<file path="config.mk">
export PLATFORM = sky130hd
export DESIGN_NAME = ar_archive_stream_parser
export DESIGN_NICKNAME = d
export VERILOG_FILES = /design/src/rtl/core/asp_pkg.sv /design/src/rtl/core/asp_size_scan.sv /design/src/rtl/core/asp_parse_engine.sv /design/src/rtl/core/ar_archive_stream_parser.sv
export SDC_FILE = /design/constraint.sdc
export NUM_CORES = 1
export LEC_CHECK = 0
export ABC_AREA = 0
export ABC_CLOCK_PERIOD_IN_PS = 3900
export BUFFER_PORTS_ARGS = -buffer_cell sky130_fd_sc_hd__buf_2
export CAP_MARGIN = 5
export CORE_MARGIN = 1
export CORE_UTILIZATION = 40
export DETAILED_ROUTE_END_ITERATION = 10
export PLACE_DENSITY = 0.61
export SLEW_MARGIN = 10
export SYNTH_ARGS = -nofsm -noshare
export SYNTH_HDL_FRONTEND = slang
export SYNTH_SLANG_ARGS = --single-unit
</file>
<file path="constraint.sdc">
create_clock -name clock -period 3.9 [get_ports clock]
set_input_delay 0.78 -clock clock [delete_from_list [all_inputs] [get_ports clock]]
set_output_delay 0.78 -clock clock [all_outputs]
set_load 0.005 [all_outputs]
</file>
<file path="src/rtl/core/asp_pkg.sv">
`default_nettype none

package asp_pkg;

   // Archive layout
   localparam int HEADER_BYTES      = 60;
   localparam int SIZE_DIGITS       = 10;
   localparam int NAME_BYTES        = 16;
   localparam int MEMBER_COUNT_BITS = 16;

   localparam int SIZE_START = 48;
   localparam int SIZE_END   = SIZE_START + SIZE_DIGITS;
   localparam int TRAILER_A  = HEADER_BYTES - 2;
   localparam int TRAILER_B  = HEADER_BYTES - 1;

   localparam int POS_W  = 6;
   localparam int SIZE_W = 34;
   localparam int CNT_W  = 16;

   localparam logic [SIZE_W-1:0] SIZE_MAX = {SIZE_W{1'b1}};

   // Member counter saturates at the smaller of the configured width and the port width
   localparam logic [63:0] CNT_LIMIT_WIDE = (64'd1 << MEMBER_COUNT_BITS) - 64'd1;
   localparam logic [CNT_W-1:0] CNT_LIMIT =
      (MEMBER_COUNT_BITS >= CNT_W) ? {CNT_W{1'b1}} : CNT_LIMIT_WIDE[CNT_W-1:0];

   localparam logic [7:0] AR_MAGIC [0:7] = '{
      8'h21, 8'h3C, 8'h61, 8'h72, 8'h63, 8'h68, 8'h3E, 8'h0A
   };
   localparam logic [7:0] CHR_TRAIL_A = 8'h60;
   localparam logic [7:0] CHR_TRAIL_B = 8'h0A;
   localparam logic [7:0] CHR_ZERO    = 8'h30;
   localparam logic [7:0] CHR_NINE    = 8'h39;
   localparam logic [7:0] CHR_SPACE   = 8'h20;
   localparam logic [7:0] CHR_TAB     = 8'h09;
   localparam logic [7:0] CHR_CR      = 8'h0D;

   // Byte roles
   localparam logic [2:0] ROLE_MAGIC   = 3'd0;
   localparam logic [2:0] ROLE_NAME    = 3'd1;
   localparam logic [2:0] ROLE_SIZE    = 3'd2;
   localparam logic [2:0] ROLE_OTHER   = 3'd3;
   localparam logic [2:0] ROLE_DATA    = 3'd4;
   localparam logic [2:0] ROLE_PAD     = 3'd5;
   localparam logic [2:0] ROLE_IGNORED = 3'd6;

   // Parse status codes
   localparam logic [2:0] ST_OK      = 3'd0;
   localparam logic [2:0] ST_MAGIC   = 3'd1;
   localparam logic [2:0] ST_TRAILER = 3'd2;
   localparam logic [2:0] ST_SIZE    = 3'd3;
   localparam logic [2:0] ST_TRUNC   = 3'd4;

   // Size field scan
   typedef enum logic [1:0] {
      SS_LEAD   = 2'd0,
      SS_DIGITS = 2'd1,
      SS_TRAIL  = 2'd2,
      SS_BAD    = 2'd3
   } size_sub_type;

   typedef struct packed {
      size_sub_type      sub;
      logic [SIZE_W-1:0] acc;
   } size_scan_type;

   typedef struct packed {
      logic [7:0] data_byte;
      logic       stream_end;
   } asp_req_type;

   typedef struct packed {
      logic [7:0]       byte_out;
      logic [2:0]       byte_role;
      logic [CNT_W-1:0] member_number;
      logic             member_done;
      logic [2:0]       parse_status;
      logic [CNT_W-1:0] members_complete;
      logic             final_flag;
   } asp_rsp_type;

endpackage

`default_nettype wire

</file>
<file path="src/rtl/core/asp_size_scan.sv">
`default_nettype none

module asp_size_scan (
   input  asp_pkg::size_scan_type cur,
   input  logic [7:0]             data_byte,
   output asp_pkg::size_scan_type nxt
);
   import asp_pkg::*;

   logic                is_digit;
   logic                is_ws;
   logic [3:0]          digit;
   logic [SIZE_W+3:0]   acc_ext;
   logic [SIZE_W+3:0]   acc_x10;
   logic                ovf;

   // Character classes
   assign is_digit = (data_byte >= CHR_ZERO) && (data_byte <= CHR_NINE);
   assign is_ws    = (data_byte == CHR_SPACE) ||
                     ((data_byte >= CHR_TAB) && (data_byte <= CHR_CR));
   assign digit    = 4'(data_byte - CHR_ZERO);

   // acc * 10 + digit; beyond the 34-bit range means a bad size
   assign acc_ext = {4'b0, cur.acc};
   assign acc_x10 = (acc_ext << 3) + (acc_ext << 1) + {{SIZE_W{1'b0}}, digit};
   assign ovf     = acc_x10 > {4'b0, SIZE_MAX};

   always_comb begin
      nxt = cur;
      unique case (cur.sub) inside
         SS_LEAD, SS_DIGITS: begin
            if (is_digit) begin
               if (ovf) begin
                  nxt.sub = SS_BAD;
               end else begin
                  nxt.acc = acc_x10[SIZE_W-1:0];
                  nxt.sub = SS_DIGITS;
               end
            end else if (is_ws) begin
               if (cur.sub == SS_DIGITS) nxt.sub = SS_TRAIL;
            end else begin
               nxt.sub = SS_BAD;
            end
         end
         SS_TRAIL: begin
            if (!is_ws) nxt.sub = SS_BAD;
         end
         default: begin
            nxt.sub = SS_BAD;
         end
      endcase
   end

endmodule

`default_nettype wire

</file>
<file path="src/rtl/core/asp_parse_engine.sv">
`default_nettype none

module asp_parse_engine (
   input  logic                 clock,
   input  logic                 reset,
   input  logic                 step,
   input  asp_pkg::asp_req_type req,
   output asp_pkg::asp_rsp_type rsp
);
   import asp_pkg::*;

   typedef enum logic [2:0] {
      PH_MAGIC  = 3'd0,
      PH_HEADER = 3'd1,
      PH_DATA   = 3'd2,
      PH_PAD    = 3'd3,
      PH_STOP   = 3'd4
   } phase_type;

   phase_type         phase_ff, phase_in;
   logic [POS_W-1:0]  pos_ff, pos_in;
   size_scan_type     size_ff, size_in;
   size_scan_type     size_step;
   logic              trl_ok_ff, trl_ok_in;
   logic [SIZE_W-1:0] remain_ff, remain_in;
   logic              pad_ff, pad_in;
   logic [CNT_W-1:0]  count_ff, count_in;
   logic [2:0]        stop_ff, stop_in;

   logic [2:0]        hdr_role;
   logic [2:0]        role;
   logic [2:0]        status;
   logic              done;
   logic              start_hdr;
   logic              bump;

   asp_size_scan u_size_scan (
      .cur       (size_ff),
      .data_byte (req.data_byte),
      .nxt       (size_step)
   );

   // Role of a header byte by its position
   always_comb begin
      if (int'(pos_ff) < NAME_BYTES) begin
         hdr_role = ROLE_NAME;
      end else if (int'(pos_ff) >= SIZE_START && int'(pos_ff) < SIZE_END &&
                   int'(pos_ff) < TRAILER_A) begin
         hdr_role = ROLE_SIZE;
      end else begin
         hdr_role = ROLE_OTHER;
      end
   end

   // Next state and tagged result for the byte in hand
   always_comb begin
      phase_in  = phase_ff;
      pos_in    = pos_ff;
      size_in   = size_ff;
      trl_ok_in = trl_ok_ff;
      remain_in = remain_ff;
      pad_in    = pad_ff;
      count_in  = count_ff;
      stop_in   = stop_ff;
      role      = ROLE_IGNORED;
      status    = ST_OK;
      done      = 1'b0;
      start_hdr = 1'b0;
      bump      = 1'b0;

      unique case (phase_ff)
         PH_MAGIC: begin
            role = ROLE_MAGIC;
            if (req.data_byte != AR_MAGIC[pos_ff[2:0]]) begin
               status = ST_MAGIC;
            end else if (pos_ff >= POS_W'(7)) begin
               start_hdr = 1'b1;
            end else begin
               pos_in = pos_ff + POS_W'(1);
               if (req.stream_end) status = ST_MAGIC;
            end
         end
         PH_HEADER: begin
            role = hdr_role;
            if (hdr_role == ROLE_SIZE) size_in = size_step;
            if (int'(pos_ff) == TRAILER_A) trl_ok_in = (req.data_byte == CHR_TRAIL_A);
            if (int'(pos_ff) >= TRAILER_B) begin
               if (!(trl_ok_ff && req.data_byte == CHR_TRAIL_B)) begin
                  status = ST_TRAILER;
               end else if (size_ff.sub == SS_LEAD || size_ff.sub == SS_BAD) begin
                  status = ST_SIZE;
               end else if (size_ff.acc == '0) begin
                  // empty member ends on its last header byte
                  done      = 1'b1;
                  bump      = 1'b1;
                  start_hdr = 1'b1;
               end else begin
                  remain_in = size_ff.acc;
                  pad_in    = size_ff.acc[0];
                  phase_in  = PH_DATA;
                  if (req.stream_end) status = ST_TRUNC;
               end
            end else begin
               pos_in = pos_ff + POS_W'(1);
            end
         end
         PH_DATA: begin
            role = ROLE_DATA;
            if (remain_ff <= SIZE_W'(1)) begin
               remain_in = '0;
               done      = 1'b1;
               bump      = 1'b1;
               if (pad_ff) phase_in = PH_PAD;
               else start_hdr = 1'b1;
            end else begin
               remain_in = remain_ff - SIZE_W'(1);
               if (req.stream_end) status = ST_TRUNC;
            end
         end
         PH_PAD: begin
            // pad value is not checked
            role      = ROLE_PAD;
            start_hdr = 1'b1;
         end
         default: begin
            status = stop_ff;
         end
      endcase

      if (bump && count_ff != CNT_LIMIT) count_in = count_ff + CNT_W'(1);

      if (start_hdr) begin
         phase_in  = PH_HEADER;
         pos_in    = '0;
         size_in   = '{sub: SS_LEAD, acc: '0};
         trl_ok_in = 1'b0;
      end

      // First error stops the parse
      if (status != ST_OK && phase_ff != PH_STOP) begin
         stop_in  = status;
         phase_in = PH_STOP;
      end

      rsp.byte_out         = req.data_byte;
      rsp.byte_role        = role;
      rsp.member_number    = count_ff;
      rsp.member_done      = done;
      rsp.parse_status     = status;
      rsp.members_complete = count_in;
      rsp.final_flag       = req.stream_end;

      // Stream end: next byte opens a new archive
      if (req.stream_end) begin
         phase_in  = PH_MAGIC;
         pos_in    = '0;
         size_in   = '{sub: SS_LEAD, acc: '0};
         trl_ok_in = 1'b0;
         remain_in = '0;
         pad_in    = 1'b0;
         count_in  = '0;
         stop_in   = ST_OK;
      end
   end

   always_ff @(posedge clock) begin
      if (reset) begin
         phase_ff  <= PH_MAGIC;
         pos_ff    <= '0;
         size_ff   <= '{sub: SS_LEAD, acc: '0};
         trl_ok_ff <= 1'b0;
         remain_ff <= '0;
         pad_ff    <= 1'b0;
         count_ff  <= '0;
         stop_ff   <= ST_OK;
      end else if (step) begin
         phase_ff  <= phase_in;
         pos_ff    <= pos_in;
         size_ff   <= size_in;
         trl_ok_ff <= trl_ok_in;
         remain_ff <= remain_in;
         pad_ff    <= pad_in;
         count_ff  <= count_in;
         stop_ff   <= stop_in;
      end
   end

endmodule

`default_nettype wire

</file>
<file path="src/rtl/core/ar_archive_stream_parser.sv">
//  channel | ports                                  | direction | carries
//  --------+----------------------------------------+-----------+--------------------------
//  req     | req_valid, req_ready, req_data         | in        | archive byte, stream end
//  rsp     | rsp_valid, rsp_ready, rsp_data         | out       | tagged byte, status
//
//  One byte per cycle sustained while rsp_ready stays high; a byte's result reaches rsp
//  through the input register, then the result register.
//  The parse state advances as a byte moves from the input register into the result
//  register, so rsp stalls hold the input register and then req_ready drops.
//  Synchronous active-high reset clears the parse state and both valid flags; no
//  clearing pass is needed.
`default_nettype none

module ar_archive_stream_parser (
   input  logic                 clock,
   input  logic                 reset,
   input  logic                 req_valid,
   output logic                 req_ready,
   input  asp_pkg::asp_req_type req_data,
   output logic                 rsp_valid,
   input  logic                 rsp_ready,
   output asp_pkg::asp_rsp_type rsp_data
);
   import asp_pkg::*;

   logic        in_valid_ff, in_valid_in;
   asp_req_type req_ff, req_in;
   logic        out_valid_ff, out_valid_in;
   asp_rsp_type rsp_ff, rsp_in;
   asp_rsp_type rsp_next;
   logic        advance;

   // Byte moves on when the result register is free or being emptied
   assign advance   = in_valid_ff && (!out_valid_ff || rsp_ready);
   assign req_ready = !in_valid_ff || advance;

   asp_parse_engine u_engine (
      .clock (clock),
      .reset (reset),
      .step  (advance),
      .req   (req_ff),
      .rsp   (rsp_next)
   );

   always_comb begin
      in_valid_in  = in_valid_ff;
      req_in       = req_ff;
      out_valid_in = out_valid_ff;
      rsp_in       = rsp_ff;
      if (advance) in_valid_in = 1'b0;
      if (req_valid && req_ready) begin
         in_valid_in = 1'b1;
         req_in      = req_data;
      end
      if (advance) begin
         out_valid_in = 1'b1;
         rsp_in       = rsp_next;
      end else if (rsp_ready) begin
         out_valid_in = 1'b0;
      end
   end

   always_ff @(posedge clock) begin
      if (reset) begin
         in_valid_ff  <= 1'b0;
         out_valid_ff <= 1'b0;
      end else begin
         in_valid_ff  <= in_valid_in;
         out_valid_ff <= out_valid_in;
      end
      req_ff <= req_in;
      rsp_ff <= rsp_in;
   end

   assign rsp_valid = out_valid_ff;
   assign rsp_data  = rsp_ff;

endmodule

`default_nettype wire

</file>
; ---- Word level (Yosys, flattened, before mapping)
; Memories as Yosys holds them, arrays and structs flattened.
; Cells that the tools add are included.
[totals]
regBits = 159
romBits = 64
in_bits = 13
out_inout_bits = 50
wordCells = 194
memories = 1
[op_classes]
add_sub_neg = 6
magnitude_cmp = 12
n_eq_ne = 32
n_mux = 80
n_bitwise = 1
reduce_logical = 42
[memory_table]
columns = memory, depth, word_bits, read_ports, rd_clocked_by_memory_dff, write_ports, line_no
row1 = (name not given), 8, 8, 1, 0, 0, asp_parse_engine.sv:74  ; if (req.data_byte != AR_MAGIC[pos_ff[2:0]]) begin
[op_table]
columns = operator, count
row1 = $mux 34, 9
row2 = $mux 36, 4
row3 = $pmux 34 s2, 1
row4 = $mux 3, 20
row5 = $add 37x35->38, 1
row6 = $add 38x4->38, 1
row7 = $gt 38x34->1 const B, 1
row8 = $le 34x1->1 const B, 1
row9 = $logic_not 34->1, 1
row10 = $sub 34x1->34 const B, 1
row11 = $mux 16, 2
row12 = $mux 6, 5
row13 = $mux 1, 25
row14 = $pmux 3 s4, 2
row15 = $reduce_bool 3->1, 7
row16 = $ne 5x2->1 const B, 4
row17 = $reduce_and 6->1, 3
row18 = $add 16x1->16 const B, 1
row19 = $mux 8, 2
row20 = $ne 16x16->1 const B, 1
row21 = $ne 4x3->1 const B, 4
row22 = $ge 6x6->1 const B, 2
row23 = $pmux 6 s2, 1
row24 = $reduce_bool 2->1, 6
row25 = 42 further kinds, 68

; ---- Depth between registers and ports, before layout
[depth]
ltp_word = 11
depth_mapped = 14
depth_no_buf = 13

; ---- By module
; A second synthesis with hierarchy kept.
[hier_totals]
hier_cells = 1177
hier_area_um2 = 10611.4
[by_module_without_submodules]
columns = mod, n_inst, cells_per_inst, area_each_um2, seq_area_each_um2
row1 = asp_parse_engine, 1, 727, 5784.3, 2001.9
row2 = asp_size_scan, 1, 383, 3011.6, 0.0
row3 = ar_archive_stream_parser, 1, 67, 1815.5, 1751.7

; ---- Least setup slack after synthesis
; No wires, ideal clock.
[synth_path]
path_type = register -> register
from = register req_ff[4] in the netlist's numbering
to = register u_engine.size_ff[10] in the netlist's numbering
setup_ps = 59
t_arrival_ps = 3625
required_time_ps = 3841
slack_ps = 216
stages_incl_launch_ff = 14
n_path_buf = 1
synth_period_minus_slack_ps = 3684
path_cell_list = edfxtp_1 -> inv_1 -> fa_1 -> fa_1 -> nand2b_1 -> a21o_1 -> a211o_1 -> o211ai_1 -> nand4_1 -> nand4_1 -> o2111ai_1 -> nor4_1 -> clkbuf_1 -> a22o_1
[synth_via]
elab_chain_len = 9
elab_cells_between_ends = 26
cone_classes = add/sub: 2 / order compare: 3 / eq/ne: 3 / mux: 11 / reduce/logical: 7
[synth_lines]
columns = element, line_no
row1 = start: declaration, ar_archive_stream_parser.sv:27  ; asp_req_type req_ff, req_in;
row2 = start signal: assignment, ar_archive_stream_parser.sv:71  ; req_ff <= req_in;
row3 = "parallel branches: the longest is 9 deep, another holds $add 38x4->38", n/a
row4 = end signal: assignment, asp_parse_engine.sv:170  ; size_ff <= '{sub: SS_LEAD, acc: '0};
row5 = end signal: assignment, asp_parse_engine.sv:179  ; size_ff <= size_in;
row6 = end: declaration, asp_parse_engine.sv:22  ; size_scan_type size_ff, size_in;
; Several ways; the timed one is not identified. The select of a mux whose other input is x is not followed.
; A chain may end at the register's enable or synchronous reset.

; ---- Final worst setup path
[layout_path]
from = register req_ff[4] in the netlist's numbering
to = register u_engine.size_ff[13] in the netlist's numbering
; Same word-level chain as after synthesis.

==> impl_metrics.tcl <==
set metrics [dict create \
    status "complete, no violations" \
    ant_nets 0 \
    total_leakage_power_nw 4.905 \
    num_vias 8616 \
    required_ns 4.23 \
    areaGrowthSynthToFinish_pct 15.88 \
    path_class "reg -> reg" \
    viasPerCell 5.695 \
    die_y_um 159.3 \
    cts_buffers 17 \
    synth_cell_types 78 \
    timing.final.crit_share_pct 95.34 \
    grtUsageMet2_pct 33.05 \
    hp-class "reg -> reg" \
    max_slew_margin_pct 46.69 \
    power_frac_comb_pct 4.8 \
    dieWidth_um 159.3 \
    stdcell_count 1513 \
    clock_path_buffers 2 \
    grt_pass1_vias 7994 \
    setup_tns_ns 0 \
    final_common_cell "dfxtp_1" \
    cts_tree "built" \
    grt_pass1_wl_um 42320 \
    synth_edf_count 57 \
    p_sw_share_pct 26.20 \
    netlist_instances 1097 \
    arrival_ns 4.05 \
    cts_hold_buf 0 \
    clock.fmax_mhz 269.0 \
    antennaDiodeCount 0 \
    grt_overflow 0 \
    worst_setup_path_end_kind "register" \
    power_density_mw_per_mm2 324.1 \
    cts_root_buf "clkbuf_16" \
    place_congestion 0.8891 \
    fin_skew_ns 0.01492 \
    cp_common_cell "fa_1" \
    avgSynthCellArea_um2 9.026 \
    path_max_fanout 28 \
    ys_seq_area_share_pct 37.91 \
    layout_common_cells "dfxtp_1, nand2_1, nor2_1, ha_1, a21oi_1" \
    firstDrtPassIters 5 \
    use_met1_pct 28.75 \
    whs_ns 0.4553 \
    dieArea_mm2 0.02539 \
    max_cap_viol_count 0 \
    slew_violations 0 \
    first_iter_violations 523 \
    placed_cells 1479 \
    seqPwrFrac_pct 47.4 \
    htree_levels 4 \
    switching_power_mw 0.9742 \
    setup_viol 0 \
    ir_drop_mv 0.2278 \
    path_cells "inv_1 > fa_1 > fa_1 > nand2b_1 > a21o_1 > a211o_1 > a21oi_2 > o21ai_0 > a21oi_1 > o2111ai_2 > o31a_1 > buf_12 > a22o_1" \
    synth_seq_cells 159 \
    cts.sinks 159 \
    hpwl_um 18870 \
    rsz0062_at_grt "false" \
    grt_max_degree 47 \
    yosysWarnings 0 \
    slowest_delay_ns 0.53 \
    nets 1270 \
    period_minus_slack_ns 3.718 \
    grt_usage_pct 20.65 \
    fill_cells 2316 \
    register_area_mm2 0.003754 \
    hold_viol 0 \
    clkTransAtPathRegs_ns 0.08 \
    intPower_mw 2.744 \
    startpoint_type "register" \
    synth_area_mm2 0.009902 \
    pwr-share-clk_pct 47.8 \
    async_flop_share_pct 0 \
    rows 57 \
    synth_nets 1191 \
    met3_usage_pct 2.970 \
    initial_core_util_pct 40.72 \
    drc 0 \
    wl_per_cell_um 17.09 \
    num_io_pins 63 \
    worstSkewPairLatency_ns 0.44 \
    worst_pin_slew_ns 0.7795 \
    final_core_util_pct 47.18 \
    portBuffers 62 \
    critPathSlowestCell "fa_1" \
    antenna_found_initial 0 \
    coreArea_mm2 0.02432 \
    layout-drive-gt1-share_pct 14.55 \
    grt_busiest_layer "met2" \
    yosys_most_used_dff "dfxtp_1" \
    multi_input_area_mm2 0.005862 \
    drt_wl_total_um 25860 \
]
[through the flow]
stage                     total power, mW  worst slack, ns  cell area [µm²]
after floorplan                     1.903           0.2161             9902
after global placement              1.977           0.2047            10800
after detailed placement            1.978          0.06652            10800
after CTS                           3.747          0.03563            11440
after global routing                3.845         0.004602            11470
final                               3.719           0.1818            11470
[final cells by class]
cell class                      instances  share of cell area, %
Multi-Input combinational cell        856                  51.08
Sequential cell                       159                  32.71
Tap cell                              324                  3.533
Inverter                               31                  1.025
Clock buffer                           17                  3.707
Clock inverter                         15                  1.919
Timing Repair Buffer                  111                  6.019
[metal layers]
| metal | up-vias | share of wire, % | wire (µm) |
|---|---|---|---|
| li1 | 4254 | - | - |
| met1 | 4119 | 49 | 12560 |
| met2 | 207 | 46 | 11870 |
| met3 | 36 | 3.8 | 978 |
| met4 | 0 | 1.8 | 453 |
| met5 | - | 0 | 0 |
[sequential cells by signal, indices dropped and copies added, names as in the netlist]
name and cells:
req_ff 9, u_engine.count_ff 16, rsp_valid 1, u_engine.remain_ff 34, u_engine.pos_ff 6, u_engine.trl_ok_ff 1, u_engine.pad_ff 1, in_valid_ff 1
u_engine.size_ff 36, u_engine.phase_ff 3, rsp_data 48, u_engine.stop_ff 3
[power by group through the flow]
| stage | clock (mW) | combinational, mW | sequential [mW] |
|---|---|---|---|
| 2_1_floorplan | 0 | 0.0970 | 1.81 |
| 3_3_place_gp | 0 | 0.176 | 1.80 |
| 3_5_place_dp | 0 | 0.176 | 1.80 |
| 4_1_cts | 1.81 | 0.177 | 1.76 |
| 5_1_grt | 1.88 | 0.195 | 1.77 |
| 6_report | 1.78 | 0.178 | 1.76 |
[cells in the mapped netlist, drive strengths merged, types with 3 or more instances]
library cell | n | area (µm²)
a2111oi | 3 | 26.28
a211o | 5 | 43.79
a211oi | 12 | 90.09
a21o | 18 | 135.1
a21oi | 68 | 344.1
a22o | 35 | 306.5
a22oi | 37 | 277.8
a311o | 3 | 30.03
a31oi | 7 | 43.79
a32o | 4 | 40.04
and2 | 6 | 37.54
and3 | 11 | 68.82
and3b | 3 | 26.28
buf | 6 | 27.53
clkbuf | 45 | 168.9
dfxtp | 102 | 2042
edfxtp | 57 | 1712
ha | 79 | 988.5
inv | 29 | 108.9
mux2i | 4 | 40.04
nand2 | 97 | 364.1
nand2b | 8 | 50.05
nand3 | 25 | 130.1
nand3b | 6 | 45.04
nand4 | 16 | 100.1
nor2 | 100 | 385.4
nor2b | 10 | 62.56
nor3 | 34 | 175.2
nor4 | 19 | 148.9
o211a | 4 | 40.04
o211ai | 4 | 30.03
o21a | 7 | 52.55
o21ai | 63 | 315.3
o21bai | 6 | 45.04
o221ai | 3 | 26.28
o22ai | 3 | 18.77
o31ai | 17 | 141.4
or2 | 6 | 37.54
or3 | 13 | 81.33
or4 | 8 | 63.81
xnor2 | 45 | 394.1
xor2 | 33 | 289.0
[path summary, 6_finish.rpt]
kind	slack, ns	to	start	depth (start not counted)
worst max-delay path	0.18	u_engine.size_ff[13]$_SDFFE_PP0P_	req_ff[4]$_DFFE_PP_	13
worst min-delay path	0.46	u_engine.trl_ok_ff$_SDFFE_PP0P_	u_engine.trl_ok_ff$_SDFFE_PP0P_	2
worst max register to register	0.18	u_engine.size_ff[13]$_SDFFE_PP0P_	req_ff[4]$_DFFE_PP_	13
worst min register to register	0.46	u_engine.trl_ok_ff$_SDFFE_PP0P_	u_engine.trl_ok_ff$_SDFFE_PP0P_	2
[cells by family after synthesis]
logic type,synth area share (%)
adders and majority gates,10.39
muxes,0.5181
buffers and inverters,3.171
and+or+nand+nor,18.73
xor gates and xnor gates,6.899
DFF,37.91
AOI/OAI and AO/OA,22.39
[critical path: cells and delay by family, from the launching register on]
family                   cells  cell delay, ns
AO/OA/AOI/OAI                8            1.84
adder cells (fa/ha/maj)      2            1.00
buffers and inverters        2            0.24
flip-flops                   1            0.34
AND/OR/NAND/NOR              1            0.18
[repair_timing]
item,CTS,global route
resized for setup,0,4
buffers inserted,0,2
endpoints found under the setup margin,0,34
(Power assumes the default switching activity.)
